===== config.mk =====
export PLATFORM = sky130hd
export DESIGN_NAME = json_string_unescape
export DESIGN_NICKNAME = d
export VERILOG_FILES = /design/src/design/jsu_pkg.sv /design/src/design/jsu_core.sv /design/src/design/json_string_unescape.sv
export SDC_FILE = /design/constraint.sdc
export NUM_CORES = 1
export LEC_CHECK = 0
export ABC_AREA = 1
export BUFFER_PORTS_ARGS = -buffer_cell sky130_fd_sc_hd__buf_4
export CAP_MARGIN = 10
export CORE_UTILIZATION = 40
export CTS_CLUSTER_SIZE = 30
export DETAILED_ROUTE_END_ITERATION = 10
export SLEW_MARGIN = 20
export SYNTH_ARGS = -nofsm -noshare
export SYNTH_HDL_FRONTEND = slang
export SYNTH_SLANG_ARGS = --single-unit

===== constraint.sdc =====
create_clock -name clk -period 2.95 [get_ports clk]
set_clock_uncertainty 0.05 [all_clocks]
set_input_delay 0.1475 -clock clk [delete_from_list [all_inputs] [get_ports clk]]
set_output_delay 0.1475 -clock clk [all_outputs]
set_load 0.1 [all_outputs]

===== src/design/jsu_pkg.sv =====
`timescale 1ns / 1ps
// ----------------------------------------------------------------------------
// jsu_pkg
// Shared types and constants for the JSON string unescaper.
// ----------------------------------------------------------------------------
package jsu_pkg;

  localparam int CapWidth = 16;

  localparam logic [1:0] STAT_OK       = 2'd0;
  localparam logic [1:0] STAT_NO_QUOTE = 2'd1;
  localparam logic [1:0] STAT_BAD_ESC  = 2'd2;
  localparam logic [1:0] STAT_OPEN_ESC = 2'd3;

  localparam logic REG_OUT_CAPACITY = 1'b0;

  typedef struct packed {
    logic       byte_valid;
    logic [7:0] data;
    logic [1:0] status;
    logic       dropped;
    logic       done;
  } jsu_result_t;

endpackage


===== src/design/jsu_core.sv =====
`timescale 1ns / 1ps
// ----------------------------------------------------------------------------
// jsu_core
// Decode state and per-byte decode logic; state advances on step.
// ----------------------------------------------------------------------------
module jsu_core
  import jsu_pkg::*;
(
  input  logic                clk,
  input  logic                rst,
  input  logic                step,
  input  logic [7:0]          in_byte,
  input  logic                in_last,
  input  logic [CapWidth-1:0] capacity,
  output jsu_result_t         res
);

  localparam logic [7:0] CH_QUOTE  = 8'h22;
  localparam logic [7:0] CH_BSLASH = 8'h5C;
  localparam logic [7:0] CH_B      = 8'h62;
  localparam logic [7:0] CH_F      = 8'h66;
  localparam logic [7:0] CH_N      = 8'h6E;
  localparam logic [7:0] CH_R      = 8'h72;
  localparam logic [7:0] CH_T      = 8'h74;
  localparam logic [7:0] CH_U      = 8'h75;
  localparam logic [7:0] CH_SUBST  = 8'h5F;

  typedef enum logic [2:0] {
    MODE_START,
    MODE_BODY,
    MODE_ESC,
    MODE_HEX,
    MODE_ERR1,
    MODE_ERR2
  } mode_t;

  mode_t               mode;
  mode_t               mode_next;
  logic [1:0]          hex_count;
  logic [1:0]          hex_count_next;
  logic [15:0]         code_value;
  logic [15:0]         code_value_next;
  logic [CapWidth-1:0] produced_count;
  logic [CapWidth-1:0] produced_count_next;

  logic                emit_req;
  logic [7:0]          emit_val;
  logic [15:0]         code_shift;
  logic [CapWidth-1:0] cap_lim;

  function automatic logic [3:0] hex_digit(input logic [7:0] c);
    logic [3:0] d;
    d = 4'd0;
    if (c >= 8'h30 && c <= 8'h39) d = c[3:0];
    else if ((c >= 8'h61 && c <= 8'h66) || (c >= 8'h41 && c <= 8'h46))
      d = c[3:0] + 4'd9;
    return d;
  endfunction

  assign code_shift = {code_value[11:0], hex_digit(in_byte)};
  assign cap_lim    = (capacity == '0) ? '0 : capacity - 1'b1;

  always_comb begin
    mode_next           = mode;
    hex_count_next      = hex_count;
    code_value_next     = code_value;
    produced_count_next = produced_count;
    emit_req            = 1'b0;
    emit_val            = 8'h00;
    res                 = '0;

    unique case (mode)
      MODE_START: begin
        mode_next = (in_byte == CH_QUOTE) ? MODE_BODY : MODE_ERR1;
      end
      MODE_BODY: begin
        if (in_byte == CH_BSLASH) begin
          mode_next = MODE_ESC;
        end else if (in_byte != CH_QUOTE) begin
          emit_req = 1'b1;
          emit_val = in_byte;
        end
      end
      MODE_ESC: begin
        mode_next = MODE_BODY;
        unique case (in_byte)
          CH_BSLASH: begin emit_req = 1'b1; emit_val = CH_BSLASH; end
          CH_QUOTE:  begin emit_req = 1'b1; emit_val = CH_QUOTE;  end
          CH_B:      begin emit_req = 1'b1; emit_val = 8'h08;     end
          CH_F:      begin emit_req = 1'b1; emit_val = 8'h0C;     end
          CH_N:      begin emit_req = 1'b1; emit_val = 8'h0A;     end
          CH_R:      begin emit_req = 1'b1; emit_val = 8'h0D;     end
          CH_T:      begin emit_req = 1'b1; emit_val = 8'h09;     end
          CH_U: begin
            mode_next       = MODE_HEX;
            hex_count_next  = 2'd0;
            code_value_next = 16'h0000;
          end
          default: mode_next = MODE_ERR2;
        endcase
      end
      MODE_HEX: begin
        if (hex_count == 2'd3) begin
          emit_req = 1'b1;
          emit_val = (code_shift == 16'h0000 || code_shift[15:8] != 8'h00) ?
                     CH_SUBST : code_shift[7:0];
          hex_count_next  = 2'd0;
          code_value_next = 16'h0000;
          mode_next       = MODE_BODY;
        end else begin
          code_value_next = code_shift;
          hex_count_next  = hex_count + 2'd1;
        end
      end
      default: begin
      end
    endcase

    if (emit_req) begin
      if (produced_count < cap_lim) begin
        res.byte_valid      = 1'b1;
        res.data            = emit_val;
        produced_count_next = produced_count + 1'b1;
      end else begin
        res.dropped = 1'b1;
      end
    end

    priority if (mode_next == MODE_ERR1) res.status = STAT_NO_QUOTE;
    else if (mode_next == MODE_ERR2) res.status = STAT_BAD_ESC;
    else if (in_last && (mode_next == MODE_ESC || mode_next == MODE_HEX))
      res.status = STAT_OPEN_ESC;
    else res.status = STAT_OK;

    res.done = in_last;

    if (in_last) begin
      mode_next           = MODE_START;
      hex_count_next      = 2'd0;
      code_value_next     = 16'h0000;
      produced_count_next = '0;
    end
  end

  always_ff @(posedge clk) begin
    if (rst) begin
      mode           <= MODE_START;
      hex_count      <= 2'd0;
      code_value     <= 16'h0000;
      produced_count <= '0;
    end else if (step) begin
      mode           <= mode_next;
      hex_count      <= hex_count_next;
      code_value     <= code_value_next;
      produced_count <= produced_count_next;
    end
  end

endmodule


===== src/design/json_string_unescape.sv =====
`timescale 1ns / 1ps
// ----------------------------------------------------------------------------
// json_string_unescape
// Decodes a quoted JSON string, one source byte per beat, one result per beat.
// ----------------------------------------------------------------------------
// One result beat per input beat, at one beat per cycle sustained while
// results are not stalled. A byte is held in the input register, decoded
// combinationally against the decode state, and lands in the result
// register; a stalled result holds the input register.
// The decode state updates as a byte moves into the result register, so the
// per-byte decode path bounds the clock. The user must write out_capacity
// (address 0) only while no beat is in flight; the block does not enforce it.
module json_string_unescape
  import jsu_pkg::*;
(
  input  logic        clk,
  input  logic        rst,
  input  logic        in_valid,
  output logic        in_ready,
  input  logic [7:0]  in_byte,
  input  logic        in_last,
  output logic        res_valid,
  input  logic        res_ready,
  output logic        out_valid,
  output logic [7:0]  out_byte,
  output logic [1:0]  status,
  output logic        dropped,
  output logic        done_res,
  input  logic        psel,
  input  logic        penable,
  input  logic        pwrite,
  input  logic [2:0]  paddr,
  input  logic [31:0] pwdata,
  output logic [31:0] prdata,
  output logic        pready
);

  logic [CapWidth-1:0] out_capacity;
  logic                s1_valid;
  logic [7:0]          s1_byte;
  logic                s1_last;
  logic                out_load;
  logic                s1_adv;
  logic                in_take;
  jsu_result_t         res;

  assign pready   = 1'b1;
  assign prdata   = (paddr[2] == REG_OUT_CAPACITY) ?
                    {{(32-CapWidth){1'b0}}, out_capacity} : 32'h0;

  assign out_load = !res_valid || res_ready;
  assign s1_adv   = s1_valid && out_load;
  assign in_ready = !s1_valid || s1_adv;
  assign in_take  = in_valid && in_ready;

  jsu_core u_core (
    .clk      (clk),
    .rst      (rst),
    .step     (s1_adv),
    .in_byte  (s1_byte),
    .in_last  (s1_last),
    .capacity (out_capacity),
    .res      (res)
  );

  always_ff @(posedge clk) begin
    if (rst) begin
      out_capacity <= '1;
    end else if (psel && penable && pwrite && pready &&
                 paddr[2] == REG_OUT_CAPACITY) begin
      out_capacity <= pwdata[CapWidth-1:0];
    end
  end

  always_ff @(posedge clk) begin
    if (rst) begin
      s1_valid <= 1'b0;
    end else if (in_take) begin
      s1_valid <= 1'b1;
    end else if (s1_adv) begin
      s1_valid <= 1'b0;
    end
    if (in_take) begin
      s1_byte <= in_byte;
      s1_last <= in_last;
    end
  end

  always_ff @(posedge clk) begin
    if (rst) begin
      res_valid <= 1'b0;
    end else if (out_load) begin
      res_valid <= s1_valid;
    end
    if (s1_adv) begin
      out_valid <= res.byte_valid;
      out_byte  <= res.data;
      status    <= res.status;
      dropped   <= res.dropped;
      done_res  <= res.done;
    end
  end

`ifndef SYNTHESIS
  a_drop_excl: assert property (@(posedge clk) disable iff (rst)
    res_valid && dropped |-> !out_valid && status == STAT_OK)
    else $error("dropped beat also carries a byte or an error");

  a_open_esc_last: assert property (@(posedge clk) disable iff (rst)
    res_valid && status == STAT_OPEN_ESC |-> done_res && !out_valid)
    else $error("open escape status on a non-final or byte-carrying beat");

  a_s1_hold: assert property (@(posedge clk) disable iff (rst)
    s1_valid && !s1_adv |=> s1_valid && $stable(s1_byte) && $stable(s1_last))
    else $error("input stage lost or changed a stalled byte");
`endif

endmodule

Word-level counts from Yosys, hierarchy flattened
Cells that the tools add are included.

Register bits after elaboration: 73. Input bits: 51. Output and inout port bits: 48.

Add/sub/neg operators: 4. Magnitude comparators: 7. Eq/ne operators: 18. Mux-type cells: 38. Bitwise gates (word level): 1. Reduce and logical (&&, ||, !) cells: 28.

Operator list (count): 2-to-1 mux 16 bit (5); == test 8 x 7 -> 1 bit (second input constant) (7); one-hot mux 7 bit (7 select lines) (1); 2-to-1 mux 12 bit (3); logical NOT 16 bit (2); 2-to-1 mux 8 bit (4); one-hot mux 12 bit (2 select lines) (1); one-hot mux 8 bit (3 select lines) (1); adder 16 x 1 -> 16 bit (second input constant) (1); >= comparator 8 x 7 -> 1 bit (second input constant) (2); <= comparator 8 x 7 -> 1 bit (second input constant) (2); < comparator 16 bit (1); subtractor 16 x 1 -> 16 bit (second input constant) (1); == test 3 x 2 -> 1 bit (second input constant) (4); 2-to-1 mux 3 bit (4); one-hot mux 3 bit (4 select lines) (1); 2-to-1 mux 2 bit (5); logical AND 1 bit (9); 2-to-1 mux 9 bit (1); == test 8 x 6 -> 1 bit (second input constant) (1); >= comparator 8 x 6 -> 1 bit (second input constant) (1); <= comparator 8 x 6 -> 1 bit (second input constant) (1); 2-to-1 mux 4 bit (2); != test 8 x 6 -> 1 bit (second input constant) (1); other kinds (20) (35).

Logic depth before layout (Yosys ltp)
Gate-level depths: netlist of run 1.

Depth after elaboration: 11. Depth in mapped cells: 20. Mapped depth without buffers: 18.

By module
Synthesis of run 1 repeated with hierarchy kept, for this count alone.

Cell total of the unflattened synthesis: 654. Area total of the unflattened synthesis: 4763.3 um2.

By module, submodules not included: jsu_core (times used 1, cells each 493, area each 3134.3 um2, seq. area each 660.6 um2); json_string_unescape (times used 1, cells each 161, area each 1629.1 um2, seq. area each 1021.0 um2).

Least setup slack after synthesis of run 1
Ideal clock, no wire load.

Path type: reg-to-reg. Start point: register out_capacity[0]. End point: register u_core.produced_count[10]. Setup time: 0.067 ns. Arrival: 2.838 ns. Required time: 2.833 ns. Path slack: -0.005 ns. Cell stages (with the launch flop): 20. Path buffers: 1. Clock period less this slack: 2.955 ns. Cells stage by stage: dfxtp_1 -> inv_1 -> nand3_1 -> nor3_1 -> nand2_1 -> inv_1 -> nand2_1 -> nor3_2 -> nand4_1 -> or2_0 -> nand3_1 -> ha_1 -> a21oi_1 -> o21ai_0 -> a21oi_1 -> nand3_2 -> nand2_4 -> buf_6 -> nand3_1 -> a21oi_2.

Longest elaborated chain between the ends: 5. Elaborated cells on any way between the ends: 6.

Ends and longest elaborated chain: start, declared (line json_string_unescape.sv:38) `logic [CapWidth-1:0] out_capacity;`; start signal, assigned (line json_string_unescape.sv:71) `out_capacity <= pwdata[CapWidth-1:0];`; subtractor 16 x 1 -> 16 bit / logical NOT 16 bit (equally long branches) (line jsu_core.sv:61) `assign cap_lim = (capacity == '0) ? '0 : capacity - 1'b1;`; 2-to-1 mux 16 bit (*) (line jsu_core.sv:61); < comparator 16 bit (*) (line jsu_core.sv:120) `if (produced_count < cap_lim) begin`; nonzero test 2 bit (no line) (*); AND reduction 3 bit (no line) (*); end signal, assigned (line jsu_core.sv:155) `produced_count <= produced_count_next;`; end, declared (line jsu_core.sv:43) `logic [CapWidth-1:0] produced_count;`.

Mark *: on every way between the ends. The rest lies on a longest branch, timed or not. A chain may end at the register's enable or synchronous reset.

Worst setup path after layout of run 1
Start point: register out_capacity[0]. End point: register u_core.produced_count[8].

Same word-level chain as after synthesis.

==> results.md, run 1 <==
Drt:
- In this run the remaining antenna-violating nets after routing total 0.
- The post-route DRC violation count is 0.
- Detailed routing inserted a total of 4469 vias.
- The routed wirelength normalized by instance count is 12.6 um.
- The number of design-rule violations left by the first detailed-router iteration is 258.
- Dividing the detail-routed via count by the number of cells gives 5.01.
- The routed wire length is 11.2 mm.
- For this run, the detailed router's first-pass iteration total came to 5.

Yosys:
- The area share of and/or/nand/nor cells after synthesis is 32.6%.
- After synthesis the netlist holds a flip-flop and latch count of 73.
- A synthesized cell averages 7.34 um2.
- The post-synthesis share of cell area spent on full adders, half adders and majority gates is 6.18%.
- Among all flip-flop cells after synthesis, the most frequent one is dfxtp_1.
- The complex-gate fraction of the synthesized area is 11.4%.
- The cell count after synthesis came out at 635.
- The total number of yosys warnings is 0.
- Counting distinct cell types in the post-synthesis netlist gives 42.
- The register area share after synthesis is 36.1%.
- Summing the areas of all xor and xnor instances in the mapped netlist gives 2.82% of the synthesized area.
- In this run the cell area of the synthesized design comes to 4660 um2.
- The main combinational cell family by area after synthesis is simple AND/OR/NAND/NOR gates.
- Counting flops with a built-in enable in the synthesized netlist gives 22.
- The mux contribution to synthesized area is 0%.
- Of all flip-flops after synthesis, the portion carrying an async set or reset was 0%.

Critical path:
- The worst register-to-register path begins at out_capacity[0]$_SDFFE_PP1P_.
- The slowest stage of the critical path belongs to the cell dfxtp_2.
- STA classifies the critical path startpoint as a register.
- STA puts the critical path data arrival time at 3.03 ns.
- Walking the worst path, the cells encountered are inv_2, nand3_4, nor3_4, nand2_2, inv_2, nand2_2, nor3_2, buf_4, xor2_1, nand2_1, ha_1, a21oi_1, o21ai_1, a21oi_2, buf_4, nand4_4, clkbuf_16, nand3_1, a21oi_1.
- The endpoint identified for the worst register-to-register timing path is u_core.produced_count[8]$_SDFFE_PP0P_.
- The type of destination of the critical path is a register.
- The required time of the critical path is 3.10 ns.
- The peak fanout along the critical path is 6.
- The worst reg-to-reg setup slack is 0.07 ns.
- The delay of the slowest cell on the worst path is 0.32 ns.
- The depth of the most critical reg-to-reg path is 19.
- The critical path start-end classification is register to register.

Finish:
- In the layout the commonest cells are 133 x nand2_1, 91 x buf_4, 67 x nor2_1.
- The number of antenna diodes in the final layout is 0.
- Cells with a size suffix above 1 make up 26.2% of the layout.
- The number of non-filler instances in the completed layout is 892.
- In the final design database the tool counted 818 nets.
- The post-route cell area is 6130 um2.
- After filler insertion, the fill cell instance count of the layout stands at 1079.
- The most common library cell in the layout ignoring fill and taps is nand2_1.
- The layout-stage area growth over the synthesis result is 31.7%.

Timing:
- The worst pin sits at a relative slew slack of 58.2%.
- The time the final worst path needs with I/O delays and setup is 2.88 ns.
- The top achievable clock speed is 0.347 GHz.
- The number of pins with negative max-slew slack in the final report is 0.
- Setup repair after global routing could not meet its margin everywhere.
- At the pin with the least slew margin, the transition time is 0.625 ns.
- The total of endpoints with negative setup slack in the final report is 0.
- Dividing the final minimum period by the clock period gives 97.7%.
- The total count of hold-check failures in the final report is 0.
- The smallest hold slack is 0.00136 ns.

Pwr:
- In this run the static leakage power is 2.68 nW.
- IR analysis of the VDD net gives a maximum drop of 0.286 mV.
- Power comes to 0.00266 W.
- In this run the power density over the cells is 434 nW/um2.

Hold path:
- The worst hold path begins at pwdata[2].
- The worst min-delay path endpoint is out_capacity[2]$_SDFFE_PP1P_.
- Counting instances, the worst hold path has a depth of 3.
- The class of the most critical hold timing path is input port to register.

Floorplan:
- After floorplanning, the core was divided into 39 placement rows.
- In this run the horizontal extent of the chip is 110 um.
- During I/O placement, the number of pins put on the boundary was 99.
- Once the floorplan was initialized, standard cells occupied 41.0% of the core.
- The die is 110 um tall.
- The region available for standard cell placement spans 11400 um2.
- The die covers 12100 um2.

Placement:
- The detailed-placement wirelength estimate is 7.89 mm.
- The final estimated routing congestion in global placement is 0.845.
- The number of placed cells counting well taps is 837.
- During placement, the flow inserted port buffers numbering 63.
- The instance area after placement is 5280 um2.

Clocking:
- Counting along the longest clock path gives a buffer depth of 2.
- The root buffer cell is clkbuf_16.
- For this design, the sink count on the clock tree is 73.
- Clock latency on the worst-skew pair, taken at its later pin, is 0.34 ns.
- The CTS buffer count is 9.
- TritonCTS built the clock tree.
- The clock transition at the register clock pins on the worst setup and hold paths after CTS is 0.06 ns.
- CTS built an H-tree with a depth of 3.

GRT:
- The number of global-route vias before repair was 4147.
- Summed over all layers, the global routing overflow is 0.
- The wire length of the first global-routing pass is 18.5 mm.
- The overall fraction of global-route tracks in use is 19.5%.
- Entering global routing, the biggest net connects 36 pins.
- The initial antenna violation count is 0.

Status:
- The flow ran to the end, and the final reports show no timing, DRC or antenna violations.

Job:
- The max-capacitance violation count is 0.
[through the flow]
stage                     TNS (ns)  utilization (%)  setup slack (ns)
after floorplan                  0                -            0.0988
after global placement      -0.427             46.4           -0.0581
after detailed placement     -2.84             46.4            -0.192
after CTS                   -0.433             52.8           -0.0335
after global routing         -1.81             53.9            -0.127
final                            0             53.9            0.0672
[synthesized netlist by cell type (all sizes together) (12+ instances only)]
cell,instances,area share [%]
ha,23,6.2
nor2,77,7.2
xor2,12,2.3
dfxtp,51,22
o211ai,18,3.0
clkbuf,15,1.2
nand3,64,7.3
inv,70,5.6
buf,22,3.8
o21ai,15,1.7
nor3,16,2.5
a21oi,51,5.7
nand2,145,12
edfxtp,22,14
[what timing repair did]
| item | in CTS | in global routing |
|---|---|---|
| hold buffers | 22 | 0 |
| buffers inserted | 13 | 1 |
| pin swaps | 15 | 25 |
| cloned | 2 | 1 |
| gates resized for setup | 21 | 28 |
| endpoints found under the setup margin | 25 | 25 |
| hold endpoints to repair | 22 | 0 |
[worst max-delay path by stage]
stage	slack [ns]	end	cells past startpoint	from
4_1_cts	-0.03	u_core.produced_count[7]$_SDFFE_PP0P_	19	out_capacity[0]$_SDFFE_PP1P_
6_report	0.07	u_core.produced_count[8]$_SDFFE_PP0P_	19	out_capacity[0]$_SDFFE_PP1P_
5_1_grt	-0.13	u_core.produced_count[5]$_SDFFE_PP0P_	19	out_capacity[0]$_SDFFE_PP1P_
2_1_floorplan	0.1	u_core.produced_count[10]$_SDFFE_PP0P_	19	out_capacity[0]$_SDFFE_PP1P_
3_5_place_dp	-0.19	u_core.produced_count[0]$_SDFFE_PP0P_	17	out_capacity[2]$_SDFFE_PP1P_
3_3_place_gp	-0.06	u_core.produced_count[0]$_SDFFE_PP0P_	17	out_capacity[2]$_SDFFE_PP1P_
[critical path, delay by kind of cell, from the launching register on]
family	cells	cell delay (ns)
buffers and inverters	5	0.66
adder cells (fa/ha/maj)	1	0.28
XOR/XNOR	1	0.14
AO/OA/AOI/OAI	4	0.49
flip-flops	1	0.32
AND/OR/NAND/NOR	8	0.83
[cell type report]
| class | instances | area [um2] | area share [%] |
|---|---|---|---|
| clock buffers | 9 | 225 | 3.67 |
| clock inverters | 7 | 71.3 | 1.16 |
| inverters | 72 | 270 | 4.41 |
| multi-input cells | 469 | 2720 | 44.3 |
| flip-flops and latches | 73 | 1690 | 27.5 |
| well taps | 143 | 179 | 2.92 |
| repair buffers | 119 | 987 | 16.1 |
[power breakdown]
part           internal (W)  total [W]  leakage, nW  switching, W
Clock              0.000652    0.00108        0.137      0.000432
Combinational      0.000114   0.000496         1.93      0.000382
Sequential          0.00106    0.00108        0.620     0.0000224
Total               0.00183    0.00266         2.68      0.000836
[flip-flops by register name (all words and copies together) (netlist names), 2 cells and up]
| name | cells |
|---|---|
| u_core.produced_count | 16 |
| out_byte | 8 |
| out_capacity | 16 |
| u_core.code_value | 12 |
| s1_byte | 8 |
| u_core.mode | 3 |
| status | 2 |
| u_core.hex_count | 2 |
[kinds of logic (layout without fill, tap and decap cells)]
group	count (synthesis)	in the layout
and+or+nand+nor	323	324
xor gates and xnor gates	15	15
adders and majority gates	23	23
other	2	17
buffers and inverters	109	207
AOI/OAI and AO/OA	90	90
DFF	73	73
[metal layers]
metal | global-route usage [%] | up-vias | share of wire (%)
li1 | - | 2285 | -
met1 | 26.0 | 2095 | 48
met2 | 32.1 | 82 | 48
met3 | 3.91 | 7 | 3.2
met4 | 4.95 | 0 | 0.93
met5 | 0 | - | 0
No activity file was read; power rests on OpenSTA's default activity.
==> inputs of run 2 (changes only) <==
Settings changed: ABC_AREA 1 to unset, CELL_PAD_IN_SITES_DETAIL_PLACEMENT set to 1, CELL_PAD_IN_SITES_GLOBAL_PLACEMENT set to 2, CORE_UTILIZATION 40 to 29, PLACE_DENSITY_LB_ADDON set to 0.1.
==> run 2 against run 1 <==
Net effect:
- the run now ends with setup timing left
- sequential share of layout area is 0.72 points lower
- clock-buffer cell count stayed put
- clock power hardly changed
- global-route usage is 1.2 points lower
- largest cell class unchanged
==> results.md, run 2 <==
Status:
- The run finished, with violations left.
- The checks that failed: setup timing.

GRT:
- In the global route stage, overall resource usage came out at 18.3%.
- The initial antenna violation count came to 0.
- The number of global-route vias before repair is 4385.
- The first global-routing pass estimated 23.1 mm of wire.
- The largest net degree at the start of global routing is 44.
- The total grt overflow is 0.

Pwr:
- The power after layout is 0.00270 W.
- For this design the static power due to leakage is 2.69 nW.
- The worst vdd rail ir drop is 0.288 mV.
- The total power per unit cell area is 428 nW/um2.

Floorplan:
- For this configuration, the core starts out at a cell density of 29.6%.
- The floorplan die area is 16000 um2.
- In this run the count of I/O pins placed on the die edge is 99.
- After floorplanning, the core was divided into 45 placement rows.
- The die is 126 um wide.
- Measured along the y axis, the die boundary spans 126 um.
- The core region is 15100 um2.

Yosys:
- In the synthesized netlist, the cells that appear most often are 73 x nand2_1, 51 x dfxtp_1, 48 x nor2_1.
- The count of cell types in the netlist is 70.
- Yosys mapped a number of flops with a built-in enable equal to 22.
- Counting flops and latches in the post-synthesis netlist gives 73.
- Ranked by total cell area, the synthesized netlist is headed by dfxtp_1 23%, edfxtp_1 15%, ha_1 6.4%.
- The cell taking the most area after synthesis is dfxtp_1.
- The top-area cell type share of the netlist area is 22.7%.
- A synthesized cell averages 8.69 um2.
- Summing every instance area after synthesis gives 4490 um2.
- The Yosys step of the flow raised 0 warnings.
- The cell count after synthesis came out at 517.
- The register area share after synthesis is 37.4%.
- In the synthesized netlist the async set-or-reset flop fraction comes to 0%.
- The leading register cell type out of synthesis is dfxtp_1.
- By instance count, the leading cell after synthesis is nand2_1.

Finish:
- The final-layout fill cell count is 1734.
- The antenna cell count is 0.
- The largest registers in the layout are out_capacity: 16 flops, u_core.produced_count: 16 flops, u_core.code_value: 12 flops.
- With fillers left out, the area of the finished cells amounts to 6310 um2.
- The layout-stage area growth over the synthesis result is 40.6%.
- The post-layout net count is 722.
- Leaving out fill and tap cells, the most frequent cells in the layout are 114 x buf_4, 69 x nand2_1, 45 x dfxtp_1.
- The fraction of layout cells with a size suffix above 1 is 29.2%.
- Once layout is complete, the cells apart from fillers number 841.
- Measured on the finished design, the core utilization comes to 41.7%.
- The most common library cell in the layout ignoring fill and taps is buf_4.

Timing:
- The post-route worst setup slack is -0.360 ns.
- The final critical path takes up 112% of the cycle.
- Setup repair after global routing could not meet its margin everywhere.
- The top achievable clock speed is 0.302 GHz.
- The time the final worst path needs with I/O delays and setup is 3.31 ns.
- The total count of hold-check failures in the final report is 0.
- The total of endpoints with negative setup slack in the final report is 26.
- Hold is met by 0.0531 ns.
- The number of pins with negative max-slew slack in the final report came to 0.
- The transition time at the pin with the least slew margin is 0.648 ns.
- Headroom to the max-slew limit came out at 56.8%.

Clocking:
- The clock transition at the register clock pins on the worst setup and hold paths after CTS is 0.07 ns.
- The H-tree depth is 3.
- Clock tree synthesis found a total of 73 sinks.
- The root buffer cell is clkbuf_16.
- Counting the buffers created by CTS gives 9.
- Counting along the longest clock path gives a buffer depth of 2.
- TritonCTS built the clock tree.
- The later-pin clock latency in the skew report is 0.35 ns.

Hold path:
- In this run the most critical hold path is launched from res_ready.
- Counting instances, the worst hold path has a depth of 4.
- The class of the most critical hold timing path is input port to register.
- The worst min-delay path endpoint is res_valid$_SDFFE_PP0P_.

Job:
- The max-capacitance violation count is 0.

Placement:
- The number of placed cells counting well taps is 789.
- The instance area after placement is 5470 um2.
- During placement, the flow inserted port buffers numbering 63.
- The final estimated routing congestion in global placement is 0.818.
- The detailed-placement wirelength estimate is 10.5 mm.

Critical path:
- The critical path is of the register to register type.
- STA classifies the critical path endpoint as a register.
- The worst setup path is launched from a register.
- The required time of the critical path is 3.18 ns.
- The peak fanout along the critical path is 5.
- The depth of the most critical reg-to-reg path is 15.
- The worst register-to-register path has a setup slack of -0.36 ns.
- The worst register-to-register path ends at u_core.produced_count[9]$_SDFFE_PP0P_.
- At the worst endpoint, the arrival time is 3.54 ns.
- In this run the critical register-to-register path is launched from out_capacity[2]$_SDFFE_PP1P_.

Drt:
- The final antenna-violating net count is 0.
- For this block, the via count after detailed routing is 4294.
- Summed over all layers, the routed wires come to 14.1 mm.
- Before antenna repair, the detailed router went through 4 iterations.
- The routed wirelength normalized by instance count is 16.8 um.
- The post-route DRC violation count is 0.
- The detailed-route vias per instance is 5.11.
- The number of design-rule violations left by the first detailed-router iteration is 221.
==> run 2: changes by cell type in the layout (fill, tap and decap cells not counted), sizes merged, moves of 10 or more <==
cell    previous run  this run
nand2            146        73
or4                0        12
inv               70        17
o211ai            18         1
nor2              77        49
nand3             64        11
a22oi              0        21
nand3b             0        15
o31ai              0        10
buf               96       117
nand2b             0        10
a21oi             51        29
nor2b              0        17
==> run 2: timing repair <==
item	4_1_cts	5_1_grt
hold buffers	26	0
gates resized for setup	15	28
hold endpoints to repair	26	0
pin swaps	5	12
gates cloned	1	1
setup endpoints to repair	26	26
buffers inserted	8	1
==> run 2: layout make-up <==
type	instances	area, um2	share of cell area, %
flip-flops and latches	73	1690	26.8
clock buffers	9	225	3.57
multi-input cells	407	2860	45.3
inverters	13	48.8	0.773
well taps	188	235	3.73
clock inverters	7	60.1	0.951
repair buffers	144	1190	18.9
==> run 2: critical path: stages, from the launching register on <==
cell     delay (ns)
dfxtp_2        0.33
nor4_4         0.33
nand2_2        0.17
buf_4          0.17
nor2_1         0.10
xor2_1         0.16
nand2_1        0.12
ha_4           0.29
nand4_1        0.10
or3_1          0.38
a211o_1        0.26
o311a_4        0.16
buf_4          0.15
a21o_4         0.22
nand4_1        0.10
mux2i_1        0.17
==> run 2: routing by layer <==
metal / global-route usage [%] / routed length, um
met1: 24.8 / 6960
met2: 29.3 / 6350
met3: 3.42 / 561
met4: 6.31 / 219
met5: 0 / 0
==> run 2: cells by family after synthesis <==
logic type / share of synthesized area, %
simple gates: 28.6
buf+inv: 6.21
xor+xnor: 2.54
compound gates: 17.7
other cells: 0.167
fa+ha+maj: 6.41
mux: 0.919
flops: 37.4
==> run 2: stage by stage <==
step	setup WS [ns]	setup TNS [ns]
after floorplan	-0.203	-2.21
after global placement	-0.297	-6.22
after detailed placement	-0.429	-8.01
after CTS	-0.357	-7.04
after global routing	-0.507	-11.23
final	-0.360	-7.53
==> run 2: worst max-delay path by stage <==
stage / depth (start not counted) / slack [ns] / end / startpoint
3_5_place_dp: 12 / -0.43 / u_core.produced_count[8]$_SDFFE_PP0P_ / out_capacity[13]$_SDFFE_PP1P_
3_3_place_gp: 12 / -0.30 / u_core.produced_count[8]$_SDFFE_PP0P_ / out_capacity[13]$_SDFFE_PP1P_
5_1_grt: 15 / -0.51 / u_core.produced_count[3]$_SDFFE_PP0P_ / out_capacity[2]$_SDFFE_PP1P_
6_report: 15 / -0.36 / u_core.produced_count[9]$_SDFFE_PP0P_ / out_capacity[2]$_SDFFE_PP1P_
2_1_floorplan: 15 / -0.20 / u_core.produced_count[3]$_SDFFE_PP0P_ / out_capacity[5]$_SDFFE_PP1P_
4_1_cts: 13 / -0.36 / u_core.produced_count[8]$_SDFFE_PP0P_ / out_capacity[13]$_SDFFE_PP1P_
==> run 2: where the power goes <==
part | internal (W) | switching, W
Combinational | 0.000149 | 0.000396
Sequential | 0.00106 | 0.0000269
Clock | 0.000585 | 0.000484
Total | 0.00179 | 0.000908
